<file path="src/rtl/lbbc_pkg.sv">
// Types, widths and constants of the light button and battery controller.
`default_nettype none
package lbbc_pkg;

    localparam int SAMPLE_BITS = 12;
    localparam int VOLT_W      = 12;
    localparam int CUR_W       = 8;
    localparam int DUTY_W      = 10;
    localparam int LEVELS_W    = 24;
    localparam int ADDR_W      = 5;
    localparam int DATA_W      = 32;
    localparam int DIV_STEPS   = DUTY_W;
    localparam int DIV_CNT_W   = $clog2(DIV_STEPS);

    localparam logic [VOLT_W-1:0] SAMPLE_MASK  = VOLT_W'((1 << SAMPLE_BITS) - 1);
    localparam logic [VOLT_W-1:0] FILTER_RESET = VOLT_W'(3100) & SAMPLE_MASK;

    localparam logic [LEVELS_W-1:0] LEVELS_RESET = 24'd16744512;
    localparam logic [VOLT_W-1:0]   UV_THR_RESET = 12'd2900;
    localparam logic [VOLT_W-1:0]   UV_REL_RESET = 12'd3100;
    localparam logic [CUR_W-1:0]    UV_CAP_RESET = 8'd32;
    localparam logic [CUR_W-1:0]    LV_CAP_RESET = 8'd128;
    localparam logic [CUR_W-1:0]    LONG_RESET   = 8'd50;
    localparam logic [VOLT_W-1:0]   EMPTY_RESET  = 12'd3000;
    localparam logic [VOLT_W-1:0]   FULL_RESET   = 12'd3600;

    localparam logic [CUR_W-1:0]  CUR_MAX    = 8'd255;
    localparam logic [DUTY_W-1:0] DUTY_FULL  = 10'd1023;
    localparam logic [DUTY_W-1:0] DUTY_FAULT = 10'd511;

    localparam logic [2:0] REG_LEVELS = 3'd0;
    localparam logic [2:0] REG_UV_THR = 3'd1;
    localparam logic [2:0] REG_UV_REL = 3'd2;
    localparam logic [2:0] REG_UV_CAP = 3'd3;
    localparam logic [2:0] REG_LV_CAP = 3'd4;
    localparam logic [2:0] REG_LONG   = 3'd5;
    localparam logic [2:0] REG_EMPTY  = 3'd6;
    localparam logic [2:0] REG_FULL   = 3'd7;

    typedef enum logic [2:0] {
        UI_SLEEP     = 3'd0,
        UI_WAKE      = 3'd1,
        UI_WAKE_WAIT = 3'd2,
        UI_ON        = 3'd3,
        UI_PRESSED   = 3'd4
    } ui_state_t;

    typedef enum logic [1:0] {
        CTL_IDLE,
        CTL_CALC,
        CTL_DIV,
        CTL_DONE
    } ctl_state_t;

endpackage
`default_nettype wire

</file>
<file path="src/rtl/light_button_battery_controller_core.sv">
// Light controller top level: button UI, battery filter, current cap and LED gauge.
//
// Usage: one item per UI tick on the input channel (in_valid/in_ready):
// button_released, battery_sample, fault. Each item gives exactly one result
// on the output channel (out_valid/out_ready): sleep_req, drive_req,
// led_off, led_duty. The user must write registers over the APB port only
// while idle; the block itself does not enforce this. The item is taken into
// the input registers, the UI, filter and cap logic work on it and write the
// result registers, and the output register then takes the result and raises
// out_valid. When the LED shows the battery gauge inside the empty..full span,
// a restoring divider produces the 10 gauge bits one per cycle before the
// output register takes the result. One item is in flight at a time; the next
// is taken once the result sits in the output register.
// If the receiver stalls, the result holds in the output register and the
// next item is still taken and worked; it then waits until the output frees.
// Reset puts the UI in sleep, brightness at level 0, the filter at 3100,
// clears the undervoltage latch and blink counter, and loads register defaults.
`default_nettype none
module light_button_battery_controller_core
    import lbbc_pkg::*;
(
    input  wire logic              clk,
    input  wire logic              rst_n,
    input  wire logic              psel,
    input  wire logic              penable,
    input  wire logic              pwrite,
    input  wire logic [ADDR_W-1:0] paddr,
    input  wire logic [DATA_W-1:0] pwdata,
    output logic      [DATA_W-1:0] prdata,
    output logic                   pready,
    input  wire logic              in_valid,
    output logic                   in_ready,
    input  wire logic              button_released,
    input  wire logic [VOLT_W-1:0] battery_sample,
    input  wire logic              fault,
    output logic                   out_valid,
    input  wire logic              out_ready,
    output logic                   sleep_req,
    output logic      [CUR_W-1:0]  drive_req,
    output logic                   led_off,
    output logic      [DUTY_W-1:0] led_duty
);

    logic [LEVELS_W-1:0] levels_reg;
    logic [VOLT_W-1:0]   uv_thr_reg;
    logic [VOLT_W-1:0]   uv_rel_reg;
    logic [CUR_W-1:0]    uv_cap_reg;
    logic [CUR_W-1:0]    lv_cap_reg;
    logic [CUR_W-1:0]    long_reg;
    logic [VOLT_W-1:0]   empty_reg;
    logic [VOLT_W-1:0]   full_reg;
    logic                cfg_wr;
    logic [2:0]          cfg_idx;

    ctl_state_t          ctl_reg, ctl_next;
    ui_state_t           ui_reg, ui_next;
    logic [1:0]          idx_reg, idx_next;
    logic [CUR_W-1:0]    press_reg, press_next;
    logic [VOLT_W-1:0]   filt_reg, filt_next;
    logic                uv_reg, uv_next;
    logic [3:0]          blink_reg, blink_next;

    logic                rel_reg, rel_next;
    logic [VOLT_W-1:0]   sample_reg, sample_next;
    logic                fault_reg, fault_next;

    logic [VOLT_W-1:0]   rem_reg, rem_next;
    logic [VOLT_W-1:0]   span_reg, span_next;
    logic [DUTY_W-1:0]   quo_reg, quo_next;
    logic [DIV_CNT_W-1:0] cnt_reg, cnt_next;

    logic                res_sleep_reg, res_sleep_next;
    logic [CUR_W-1:0]    res_cur_reg, res_cur_next;
    logic                res_off_reg, res_off_next;
    logic [DUTY_W-1:0]   res_duty_reg, res_duty_next;

    logic                ov_reg, ov_next;
    logic                o_sleep_reg, o_sleep_next;
    logic [CUR_W-1:0]    o_cur_reg, o_cur_next;
    logic                o_off_reg, o_off_next;
    logic [DUTY_W-1:0]   o_duty_reg, o_duty_next;

    logic [VOLT_W:0]     filt_sum;
    logic [VOLT_W-1:0]   samp_m;
    logic [CUR_W-1:0]    cap;
    logic [CUR_W-1:0]    level;
    logic [VOLT_W:0]     rem2;
    logic                div_ge;
    logic [VOLT_W:0]     rem_sub;
    logic [DUTY_W-1:0]   quo_shift;

    // configuration port
    assign pready  = 1'b1;
    assign cfg_wr  = psel && penable && pwrite && pready;
    assign cfg_idx = paddr[4:2];

    always_comb
    begin
        unique case (cfg_idx)
            REG_LEVELS: prdata = DATA_W'(levels_reg);
            REG_UV_THR: prdata = DATA_W'(uv_thr_reg);
            REG_UV_REL: prdata = DATA_W'(uv_rel_reg);
            REG_UV_CAP: prdata = DATA_W'(uv_cap_reg);
            REG_LV_CAP: prdata = DATA_W'(lv_cap_reg);
            REG_LONG:   prdata = DATA_W'(long_reg);
            REG_EMPTY:  prdata = DATA_W'(empty_reg);
            REG_FULL:   prdata = DATA_W'(full_reg);
            default:    prdata = '0;
        endcase
    end

    always_ff @(posedge clk or negedge rst_n)
    begin
        if (!rst_n)
        begin
            levels_reg <= LEVELS_RESET;
            uv_thr_reg <= UV_THR_RESET;
            uv_rel_reg <= UV_REL_RESET;
            uv_cap_reg <= UV_CAP_RESET;
            lv_cap_reg <= LV_CAP_RESET;
            long_reg   <= LONG_RESET;
            empty_reg  <= EMPTY_RESET;
            full_reg   <= FULL_RESET;
        end
        else if (cfg_wr)
        begin
            unique case (cfg_idx)
                REG_LEVELS: levels_reg <= pwdata[LEVELS_W-1:0];
                REG_UV_THR: uv_thr_reg <= pwdata[VOLT_W-1:0];
                REG_UV_REL: uv_rel_reg <= pwdata[VOLT_W-1:0];
                REG_UV_CAP: uv_cap_reg <= pwdata[CUR_W-1:0];
                REG_LV_CAP: lv_cap_reg <= pwdata[CUR_W-1:0];
                REG_LONG:   long_reg   <= pwdata[CUR_W-1:0];
                REG_EMPTY:  empty_reg  <= pwdata[VOLT_W-1:0];
                REG_FULL:   full_reg   <= pwdata[VOLT_W-1:0];
                default:    ;
            endcase
        end
    end

    // handshake
    assign in_ready   = (ctl_reg == CTL_IDLE);
    assign out_valid  = ov_reg;
    assign sleep_req  = o_sleep_reg;
    assign drive_req  = o_cur_reg;
    assign led_off    = o_off_reg;
    assign led_duty   = o_duty_reg;

    // datapath helpers
    assign samp_m   = battery_sample & SAMPLE_MASK;
    assign filt_sum = {1'b0, filt_reg} - {4'd0, filt_reg[VOLT_W-1:3]}
                      + {4'd0, sample_reg[VOLT_W-1:3]};
    assign rem2      = {rem_reg, 1'b0};
    assign div_ge    = (rem2 >= {1'b0, span_reg});
    assign rem_sub   = rem2 - {1'b0, span_reg};
    assign quo_shift = {quo_reg[DUTY_W-2:0], div_ge};

    always_comb
    begin
        ctl_next       = ctl_reg;
        ui_next        = ui_reg;
        idx_next       = idx_reg;
        press_next     = press_reg;
        filt_next      = filt_reg;
        uv_next        = uv_reg;
        blink_next     = blink_reg;
        rel_next       = rel_reg;
        sample_next    = sample_reg;
        fault_next     = fault_reg;
        rem_next       = rem_reg;
        span_next      = span_reg;
        quo_next       = quo_reg;
        cnt_next       = cnt_reg;
        res_sleep_next = res_sleep_reg;
        res_cur_next   = res_cur_reg;
        res_off_next   = res_off_reg;
        res_duty_next  = res_duty_reg;
        ov_next        = ov_reg;
        o_sleep_next   = o_sleep_reg;
        o_cur_next     = o_cur_reg;
        o_off_next     = o_off_reg;
        o_duty_next    = o_duty_reg;
        cap            = CUR_MAX;
        level          = levels_reg[7:0];

        if (ov_reg && out_ready)
        begin
            ov_next = 1'b0;
        end

        unique case (ctl_reg)
            CTL_IDLE:
            begin
                if (in_valid)
                begin
                    rel_next    = button_released;
                    sample_next = samp_m;
                    fault_next  = fault;
                    ctl_next    = CTL_CALC;
                end
            end

            CTL_CALC:
            begin
                // button machine
                unique case (ui_reg)
                    UI_SLEEP:
                    begin
                        if (!rel_reg)
                        begin
                            press_next = '0;
                            ui_next    = UI_WAKE;
                        end
                    end
                    UI_WAKE:
                    begin
                        if (rel_reg)
                            ui_next = UI_SLEEP;
                        else if (press_reg > long_reg)
                            ui_next = UI_WAKE_WAIT;
                        else
                            press_next = press_reg + 1'b1;
                    end
                    UI_WAKE_WAIT:
                    begin
                        if (rel_reg)
                            ui_next = UI_ON;
                    end
                    UI_ON:
                    begin
                        if (!rel_reg)
                        begin
                            ui_next    = UI_PRESSED;
                            press_next = '0;
                        end
                    end
                    UI_PRESSED:
                    begin
                        if (rel_reg)
                        begin
                            idx_next = (idx_reg < 2'd2) ? idx_reg + 1'b1 : 2'd0;
                            ui_next  = UI_ON;
                        end
                        else if (press_reg > long_reg)
                            ui_next = UI_SLEEP;
                        else
                            press_next = press_reg + 1'b1;
                    end
                    default:
                    begin
                        ui_next = UI_SLEEP;
                    end
                endcase

                // battery filter and undervoltage latch
                filt_next = filt_sum[VOLT_W-1:0] & SAMPLE_MASK;
                if (filt_next < uv_thr_reg)
                begin
                    uv_next = 1'b1;
                    cap     = uv_cap_reg;
                end
                else if (uv_reg)
                begin
                    if (filt_next >= uv_rel_reg)
                        uv_next = 1'b0;
                    else
                        cap = uv_cap_reg;
                end
                else if (filt_next < uv_rel_reg)
                begin
                    cap = lv_cap_reg;
                end

                case (idx_next)
                    2'd1:    level = levels_reg[15:8];
                    2'd2:    level = levels_reg[23:16];
                    default: level = levels_reg[7:0];
                endcase

                res_sleep_next = (ui_next == UI_SLEEP);
                res_cur_next   = (level > cap) ? cap : level;
                if (ui_next == UI_SLEEP || ui_next == UI_WAKE)
                    res_cur_next = '0;

                res_off_next  = 1'b0;
                res_duty_next = '0;
                ctl_next      = CTL_DONE;
                rem_next      = filt_next - empty_reg;
                span_next     = full_reg - empty_reg;
                quo_next      = '0;
                cnt_next      = '0;

                if (ui_next == UI_SLEEP)
                begin
                    res_off_next = 1'b1;
                end
                else
                begin
                    if (uv_next || fault_reg)
                    begin
                        if (blink_reg[3])
                            res_off_next = 1'b1;
                        else
                            res_duty_next = fault_reg ? DUTY_FAULT : DUTY_FULL;
                    end
                    else if (filt_next <= empty_reg)
                    begin
                        res_duty_next = DUTY_FULL;
                    end
                    else if (filt_next >= full_reg)
                    begin
                        res_duty_next = '0;
                    end
                    else
                    begin
                        ctl_next = CTL_DIV;
                    end
                    blink_next = blink_reg + 1'b1;
                end
            end

            CTL_DIV:
            begin
                // restoring division, one quotient bit per cycle
                quo_next = quo_shift;
                if (div_ge)
                    rem_next = rem_sub[VOLT_W-1:0];
                else
                    rem_next = rem2[VOLT_W-1:0];
                cnt_next = cnt_reg + 1'b1;
                if (cnt_reg == DIV_CNT_W'(DIV_STEPS - 1))
                begin
                    res_duty_next = ~quo_shift;
                    ctl_next      = CTL_DONE;
                end
            end

            CTL_DONE:
            begin
                if (!ov_reg || out_ready)
                begin
                    ov_next      = 1'b1;
                    o_sleep_next = res_sleep_reg;
                    o_cur_next   = res_cur_reg;
                    o_off_next   = res_off_reg;
                    o_duty_next  = res_duty_reg;
                    ctl_next     = CTL_IDLE;
                end
            end

            default:
            begin
                ctl_next = CTL_IDLE;
            end
        endcase
    end

    always_ff @(posedge clk or negedge rst_n)
    begin
        if (!rst_n)
        begin
            ctl_reg   <= CTL_IDLE;
            ui_reg    <= UI_SLEEP;
            idx_reg   <= '0;
            press_reg <= '0;
            filt_reg  <= FILTER_RESET;
            uv_reg    <= 1'b0;
            blink_reg <= '0;
            cnt_reg   <= '0;
            ov_reg    <= 1'b0;
        end
        else
        begin
            ctl_reg   <= ctl_next;
            ui_reg    <= ui_next;
            idx_reg   <= idx_next;
            press_reg <= press_next;
            filt_reg  <= filt_next;
            uv_reg    <= uv_next;
            blink_reg <= blink_next;
            cnt_reg   <= cnt_next;
            ov_reg    <= ov_next;
        end
    end

    always_ff @(posedge clk)
    begin
        rel_reg       <= rel_next;
        sample_reg    <= sample_next;
        fault_reg     <= fault_next;
        rem_reg       <= rem_next;
        span_reg      <= span_next;
        quo_reg       <= quo_next;
        res_sleep_reg <= res_sleep_next;
        res_cur_reg   <= res_cur_next;
        res_off_reg   <= res_off_next;
        res_duty_reg  <= res_duty_next;
        o_sleep_reg   <= o_sleep_next;
        o_cur_reg     <= o_cur_next;
        o_off_reg     <= o_off_next;
        o_duty_reg    <= o_duty_next;
    end

endmodule
`default_nettype wire

</file>
<file path="config.mk">
export PLATFORM = sky130hd
export DESIGN_NAME = light_button_battery_controller_core
export DESIGN_NICKNAME = d
export VERILOG_FILES = /design/src/rtl/lbbc_pkg.sv /design/src/rtl/light_button_battery_controller_core.sv
export SDC_FILE = /design/constraint.sdc
export NUM_CORES = 1
export LEC_CHECK = 0
export BUFFER_PORTS_ARGS = -buffer_cell sky130_fd_sc_hd__clkbuf_2
export CAP_MARGIN = 20
export CORE_ASPECT_RATIO = 0.9
export CORE_MARGIN = 2
export CORE_UTILIZATION = 50
export CTS_CLUSTER_DIAMETER = 30
export DETAILED_ROUTE_END_ITERATION = 7
export PLACE_DENSITY_LB_ADDON = 0.08
export SETUP_SLACK_MARGIN = 0.4
export SLEW_MARGIN = 20
export SYNTH_ARGS = -nofsm -noshare
export SYNTH_HDL_FRONTEND = slang
export SYNTH_SLANG_ARGS = --single-unit
</file>
<file path="constraint.sdc">
create_clock -name clk -period 16.5 [get_ports clk]
set_input_delay 1.65 -clock clk [delete_from_list [all_inputs] [get_ports clk]]
set_output_delay 1.65 -clock clk [all_outputs]
set_load 0.01 [all_outputs]
</file>
==> results of run 1 <==
[metal layers]
| metal | vias up | part of all wire (%) | GRT usage [%] |
|---|---|---|---|
| met2 | 294 | 44 | 38.0 |
| li1 | 5088 | - | - |
| met5 | - | 0 | 0 |
| met4 | 0 | 1.9 | 6.80 |
| met3 | 58 | 6.5 | 4.82 |
| met1 | 4999 | 47 | 35.4 |
[cell families after synthesis]
group | Yosys count | share of synthesized area, %
and+or+nand+nor | 366 | 13.2
AOI/OAI and AO/OA | 350 | 16.8
DFF | 217 | 44.1
buffers and inverters | 197 | 5.77
adders and majority gates | 120 | 11.9
muxes | 69 | 5.80
xor gates and xnor gates | 37 | 2.42
other | 2 | 0.0561
[cell type report]
cell class                      instances  area share [%]
Inverter                              144            3.35
Sequential cell                       217            36.6
Multi-Input combinational cell        951            42.0
Timing Repair Buffer                  106            3.58
Clock inverter                         30            2.55
Tap cell                              348            2.70
Clock buffer                           69            9.18
[worst paths after layout]
check | to | cells after the start | slack [ns] | startpoint
max in group asynchronous | filt_reg[1]$_DFFE_PN0P_ | 2 | 14.02 | rst_n
setup reg to reg | res_cur_reg[0]$_SDFFCE_PP0P_ | 26 | 9.25 | filt_reg[2]$_DFFE_PN1P_
hold / removal | drive_req[1]$_DFFE_PP_ | 0 | 0.41 | res_cur_reg[1]$_SDFFCE_PP0P_
setup / recovery | res_cur_reg[0]$_SDFFCE_PP0P_ | 26 | 9.25 | filt_reg[2]$_DFFE_PN1P_
hold reg to reg | drive_req[1]$_DFFE_PP_ | 0 | 0.41 | res_cur_reg[1]$_SDFFCE_PP0P_
min in group asynchronous | cnt_reg[0]$_DFFE_PN0P_ | 1 | 1.09 | rst_n
[through the flow]
step                      util, %  hold slack [ns]  instance area [sq um]  setup WS (ns)  std cells
after global routing         61.5            0.427                  16100           8.80       1865
after global placement       54.3            0.403                  14200           9.42       1766
final                        61.5            0.413                  16100           9.25       1865
after detailed placement     54.3            0.405                  14200           9.39       1766
after floorplan                 -            0.400                  13400          10.52       1365
after CTS                    61.5            0.412                  16100           9.34       1865
[Yosys cell counts (all sizes together) (10+ instances only)]
cell	number	area share, %
a21o	14	0.84
a21oi	66	2.5
a22oi	10	0.56
and2	25	1.2
buf	12	0.59
clkbuf	41	1.1
dfrtp	91	17
dfstp	42	8.2
edfxtp	84	19
fa	12	1.8
ha	108	10
inv	144	4.0
mux2	49	4.1
mux2i	18	1.3
nand2	117	3.3
nand2b	20	0.93
nand3	28	1.0
nand4	16	0.75
nor2	78	2.2
nor2b	18	0.84
nor3	21	0.78
o211ai	10	0.56
o21a	25	1.4
o21ai	132	4.9
o22ai	13	0.61
or3	16	0.75
xnor2	32	2.1
==> reports/qor.csv, run 1 <==
stage,metric,value,unit
detailed_routing,first_pass_iters,5,
floorplanning,core-area,26200,sq um
global_route,grt.overflow.total,0,
placement,gp_congestion,0.891,
cts,cts_setup_buffers,0,
outcome,status,completed,
sta,slew_violations,0,
cts,clk_latency,0.56,ns
sta,finalCritPeriodShare,43.9,%
detailed_routing,antenna_left,0,
layout,multi_input_area,6770,sq um
detailed_routing,first_iter_violations,720,
run,maxCapViolCount,0,
sta,rsz0062_at_grt,no,
synth,synthDistinctLibCells,76,
synth,synth_enable_flop_cells,84,
cts,root_buffer,clkbuf_16,
setup_path,cp_slowest_cell,o21ai_1,
cts,clk_pin_slew,0.05,ns
sta,fin_crit,7.25,ns
placement,dpl.hpwl,24.5,mm
global_route,grt_pass1_wl,54.4,mm
detailed_routing,wirelength,34.1,mm
synth,synth_seq_cells,217,
cts,cts_made_buffers,53,
synth,yosys_warnings,0,
floorplanning,rows,56,
sta,maxSlewHeadroom,32.1,%
setup_path,cpLargestDelayFamily,compound AO/OA/AOI/OAI gates,
detailed_routing,drc,0,
cts,cts_tree,done,
setup_path,critPathRequiredTime,16.79,ns
global_route,grt_usage,24.7,%
detailed_routing,vias_per_cell,5.60,
floorplanning,fp.dieW,177,um
setup_path,start_kind,flip-flop,
sta,tightest_slew,1.01,ns
global_route,grt_max_degree,70,
floorplanning,ios,113,
layout,final_common_cell,inv_1,
layout,syn_to_final_growth,20.3,%
worst_hold_path,hp-class,flip-flop to flip-flop,
synth,synth_area,13400,sq um
sta,finalHoldViolations,0,
cts,cts.repair.resized,0,
sta,fmax,138,MHz
synth,ys_seq_area_share,44.1,%
setup_path,crit_buf_inv,2,
detailed_routing,dr_total_vias,10400,
setup_path,cp-end-kind,flip-flop,
sta,tns,0,ns
sta,setup-violations-final,0,
layout,final_cell_mix,"inv_1, nand2_1, ha_1",
cts,clk_path_buf_depth,3,
sta,finClkSkew,0.0101,ns
cts,postCtsHoldBufs,0,
setup_path,worstPathArrival,7.54,ns
floorplanning,initial_utilization,51.1,%
layout,n_antenna_cell,0,
setup_path,critical_path.max_fanout,16,
synth,synth-main-ff-cell,dfrtp_1,
floorplanning,dieArea,28100,sq um
layout,largest_register_ffs,24,
layout,drive_gt1_share,18.3,%
setup_path,slowest_delay,0.74,ns
setup_path,crit_type,flip-flop to flip-flop,
synth,synth_area_per_cell,9.86,sq um
cts,htreeDepth,2,
floorplanning,die_h,159,um
layout,fill_cells,2216,
layout,nNetsFinal,1651,
cts,cts_sinks,217,
global_route,grt_pass1_vias,10200,
placement,portBuffers,90,
detailed_routing,wl_per_cell,18.3,um
synth,async_reset_ff_share,61.3,%
global_route,antenna_found_initial,0,
layout,register_area,5900,sq um
synth,synth_cells,1358,
Power of run 1 is left out: the tool's default activity adds up to more than one toggle a clock period on the data nets, which glitch-free logic cannot reach.
==> run 2: changes to the inputs <==
Clock period 16.5 ns to 7.4 ns, I/O delays scaled along.
==> reports/qor.csv, run 2 (same netlist as run 1, synthesis figures left out) <==
stage,metric,value,unit
cts,root_buffer,clkbuf_16,
layout,n_antenna_cell,0,
sta,finalHoldViolations,0,
sta,tns,0,ns
placement,dpl.hpwl,24.7,mm
detailed_routing,antenna_left,0,
sta,setup-violations-final,0,
detailed_routing,drc,0,
cts,cts_made_buffers,51,
setup_path,cp.depth,27,
global_route,grt_pass1_vias,10300,
floorplanning,core-area,26200,sq um
global_route,grt_usage,24.8,%
floorplanning,rows,56,
cts,cts_tree,done,
setup_path,reg2regPathDepth,27,
detailed_routing,vias_per_cell,5.59,
sta,finalCritPeriodShare,88.7,%
global_route,grt_max_degree,72,
sta,fmax,152,MHz
sta,fin_crit,6.56,ns
cts,clk_latency,0.54,ns
sta,tightest_slew,1.02,ns
setup_path,cp_slowest_cell,fa_1,
floorplanning,ios,113,
cts,cts_sinks,217,
sta,slew_violations,0,
setup_path,reg2reg_setup_slack,0.84,ns
setup_path,crit_type,flip-flop to flip-flop,
detailed_routing,first_pass_iters,6,
sta,maxSlewHeadroom,31.6,%
layout,drive_gt1_share,18.7,%
floorplanning,die_h,159,um
detailed_routing,wl_per_cell,18.3,um
detailed_routing,dr_total_vias,10400,
cts,postCtsHoldBufs,0,
setup_path,worstPathArrival,6.84,ns
global_route,grt_pass1_wl,55.0,mm
floorplanning,initial_utilization,51.1,%
cts,htreeDepth,2,
placement,dp_slack,0.782,ns
setup_path,r2r_start,filt_reg[2]$_DFFE_PN1P_,
floorplanning,dieArea,28100,sq um
global_route,grt.overflow.total,0,
cts,clk_path_buf_depth,3,
detailed_routing,wirelength,34.2,mm
setup_path,start_kind,flip-flop,
sta,finClkSkew,0.0150,ns
setup_path,cpLargestDelayFamily,compound AO/OA/AOI/OAI gates,
layout,nNetsFinal,1655,
setup_path,critPathRequiredTime,7.67,ns
setup_path,crit_buf_inv,4,
layout,final_cell_mix,"inv_1, nand2_1, ha_1",
floorplanning,fp.dieW,177,um
setup_path,cp-end-kind,flip-flop,
sta,setup_slack,0.835,ns
sta,rsz0062_at_grt,no,
placement,gp_congestion,0.876,
layout,largest_register_ffs,24,
layout,final_common_cell,inv_1,
placement,portBuffers,90,
run,maxCapViolCount,0,
cts,clk_pin_slew,0.05,ns
global_route,antenna_found_initial,1,
setup_path,slowest_delay,0.53,ns
setup_path,critPathMostFrequentCell,o21a_1,
worst_hold_path,hp-class,input port to async pin,
setup_path,critical_path.max_fanout,12,
setup_path,r2r-end,res_cur_reg[0]$_SDFFCE_PP0P_,
layout,syn_to_final_growth,20.6,%
outcome,status,completed,
detailed_routing,first_iter_violations,722,
-- run 2: cell count changes in the layout (fill, tap and decap cells not counted), moves of 2 or more --
cell	delta
clkinv_2	-3
clkbuf_1	-6
clkbuf_8	-2
bufinv_16	+2
clkinv_1	+3
clkinvlp_4	+2
clkbuf_16	-2
buf_4	+6
-- run 2: how the worst max path moves through the flow --
stage / start / slack (ns) / endpoint
global route: filt_reg[2]$_DFFE_PN1P_ / 0.44 / res_cur_reg[0]$_SDFFCE_PP0P_
CTS: filt_reg[2]$_DFFE_PN1P_ / 0.76 / res_cur_reg[0]$_SDFFCE_PP0P_
global placement: filt_reg[2]$_DFFE_PN1P_ / 0.87 / res_cur_reg[0]$_SDFFCE_PP0P_
detailed placement: filt_reg[2]$_DFFE_PN1P_ / 0.78 / res_cur_reg[0]$_SDFFCE_PP0P_
finish: filt_reg[2]$_DFFE_PN1P_ / 0.84 / res_cur_reg[0]$_SDFFCE_PP0P_
floorplan: filt_reg[2]$_DFFE_PN1P_ / 1.42 / res_cur_reg[0]$_SDFFCE_PP0P_
-- run 2: what timing repair did --
item                                    in CTS  in global routing
buffers inserted                             0                  0
gates resized for setup                      0                  3
endpoints found under the setup margin       0                  1
-- run 2: metrics by stage --
stage | utilization (%) | hold WS [ns] | cell area (sq um) | cells
global route | 61.6 | 0.243 | 16100 | 1866
global placement | 54.4 | 0.403 | 14300 | 1772
finish | 61.6 | 0.185 | 16100 | 1866
floorplan | - | 0.400 | 13400 | 1365
CTS | 61.6 | 0.223 | 16100 | 1866
detailed placement | 54.4 | 0.406 | 14300 | 1772
-- run 2: area by class of cell --
type | count | area [sq um]
multi-input cells | 951 | 6780
well taps | 348 | 435
inverters | 144 | 541
repair buffers | 112 | 622
fillers | 2199 | 10100
clock inverters | 35 | 489
flip-flops and latches | 217 | 5900
clock buffers | 59 | 1380
-- run 2: routing by layer --
metal / wire, um / GRT usage (%) / part of all wire, %
met4: 574 / 5.86 / 1.7
met3: 2290 / 4.56 / 6.7
met2: 15400 / 38.6 / 45
met1: 15900 / 36.0 / 46
met5: 0 / 0 / 0
Power of run 2 is left out for the same reason.
==> run 3: changes to the inputs <==
Settings changed: ABC_AREA set to 1.
==> reports/qor.csv, run 3 <==
stage,metric,value,unit
outcome,status,completed,
floorplanning,dieArea,27600,sq um
detailed_routing,wirelength,33.6,mm
synth,yosys-top-cells-count,"nand2_1, inv_1, o21ai_0, ha_1, a21oi_1",
sta,setup-violations-final,0,
synth,synth_seq_cells,217,
setup_path,critPathRequiredTime,7.73,ns
cts,htreeDepth,2,
synth,synthDistinctLibCells,57,
synth,synth_cells,1489,
cts,root_buffer,clkbuf_16,
cts,cts_sinks,217,
run,maxCapViolCount,0,
cts,clk_pin_slew,0.05,ns
synth,async_reset_ff_share,61.3,%
synth,ys_seq_area_share,44.8,%
floorplanning,ios,113,
detailed_routing,drc,0,
synth,synth_area_per_cell,8.84,sq um
sta,tightest_slew,0.901,ns
sta,finClkSkew,0.0177,ns
layout,final_cell_mix,"nand2_1, inv_1, o21ai_0",
sta,finalCritPeriodShare,81.0,%
global_route,antenna_found_initial,1,
detailed_routing,first_pass_iters,5,
global_route,grt_max_degree,50,
detailed_routing,vias_per_cell,5.34,
synth,synth_area,13200,sq um
placement,portBuffers,90,
detailed_routing,dr_total_vias,10600,
cts,clk_latency,0.53,ns
layout,syn_to_final_growth,17.4,%
global_route,grt_usage,24.8,%
global_route,grt.overflow.total,0,
setup_path,crit_type,flip-flop to flip-flop,
layout,n_antenna_cell,0,
sta,fmax,167,MHz
setup_path,cp-end-kind,flip-flop,
synth,synth_area_leaders,"edfxtp_1, dfrtp_1, ha_1",
synth,synth_enable_flop_cells,84,
sta,slew_violations,0,
placement,gp_congestion,0.889,
layout,fill_cells,2371,
floorplanning,rows,56,
sta,rsz0062_at_grt,no,
floorplanning,die_h,158,um
placement,dp.cells,1901,
global_route,grt_pass1_wl,53.2,mm
global_route,grt_pass1_vias,9900,
sta,maxSlewHeadroom,39.5,%
placement,dpl.hpwl,25.4,mm
sta,finalHoldViolations,0,
synth,yosysMostFrequentCell,nand2_1,
cts,cts_made_buffers,44,
layout,fin_cells,1983,
setup_path,critPathMostFrequentCell,nand2_1,
layout,final_common_cell,nand2_1,
setup_path,start_kind,flip-flop,
setup_path,critical_path.max_fanout,16,
synth,synth_top_area_cell,edfxtp_1,
detailed_routing,antenna_left,0,
sta,tns,0,ns
setup_path,worstPathArrival,6.32,ns
worst_hold_path,hp-class,input port to async pin,
layout,nNetsFinal,1777,
cts,cts_tree,done,
setup_path,cp_slowest_cell,fa_1,
synth,netlist.area_leader.share,19.2,%
setup_path,slowest_delay,0.53,ns
sta,hold_ws,0.187,ns
floorplanning,fp.dieW,175,um
floorplanning,initial_utilization,50.6,%
detailed_routing,wl_per_cell,17.0,um
synth,synth-main-ff-cell,dfrtp_1,
cts,cts.repair.resized,0,
cts,postCtsHoldBufs,0,
cts,cts_setup_buffers,0,
detailed_routing,first_iter_violations,799,
cts,clk_path_buf_depth,3,
floorplanning,core-area,26000,sq um
sta,fin_crit,5.99,ns
synth,yosys_warnings,0,
layout,drive_gt1_share,17.2,%
layout,largest_register_ffs,24,
## run 3: final cells by class
type / count / area [sq um] / share of cell area, %
Tap cell: 348 / 435 / 2.82
Multi-Input combinational cell: 980 / 6080 / 39.3
Inverter: 256 / 966 / 6.25
Sequential cell: 217 / 5900 / 38.2
Clock inverter: 27 / 305 / 1.98
Clock buffer: 55 / 1230 / 7.99
Timing Repair Buffer: 100 / 528 / 3.42
## run 3: metrics by stage
stage          cell area (sq um)  worst slack (ns)  utilization [%]
6_report                   15500              1.41             59.4
5_1_grt                    15500             0.773             59.4
4_1_cts                    15500              1.51             59.4
3_5_place_dp               13900              1.51             53.5
3_3_place_gp               13900              1.59             53.5
2_1_floorplan              13200              2.55                -
## run 3: path summary, 6_finish.rpt
path                       cells past startpoint                      endpoint                       from  slack, ns
hold reg to reg                                0         led_duty[8]$_DFFE_PP_  res_duty_reg[8]$_DFFE_PP_       0.41
min in group clk                               1             rel_reg$_DFFE_PP_            button_released       0.39
max in group asynchronous                      3       full_reg[6]$_DFFE_PN0P_                      rst_n       5.54
setup reg to reg                              33  res_cur_reg[7]$_SDFFCE_PP0P_    filt_reg[2]$_DFFE_PN1P_       1.41
setup / recovery                              33  res_cur_reg[7]$_SDFFCE_PP0P_    filt_reg[2]$_DFFE_PN1P_       1.41
hold / removal                                 1     uv_cap_reg[4]$_DFFE_PN0P_                      rst_n       0.19
## run 3: per-layer routing
layer | track usage, % | routed length [um] | vias up
li1 | - | - | 5220
met1 | 36.0 | 16100 | 5036
met2 | 38.2 | 14800 | 282
met3 | 4.49 | 2030 | 49
met4 | 6.71 | 696 | 0
met5 | 0 | 0 | -
## run 3: logic make-up after synthesis
group	share of synthesized area [%]
buffers and inverters	9.22
DFF	44.8
xor gates and xnor gates	2.53
other	0.0571
AOI/OAI and AO/OA	15.9
adders and majority gates	12.1
and+or+nand+nor	15.4
## run 3: worst max-delay path, delay by kind of cell, from the launching register on
family          cells  cell delay (ns)
compound gates     10             1.97
flops               1             0.51
fa+ha+maj           4             1.52
simple gates       13             1.27
buf+inv             6             0.54
Power of run 3 is left out for the same reason.
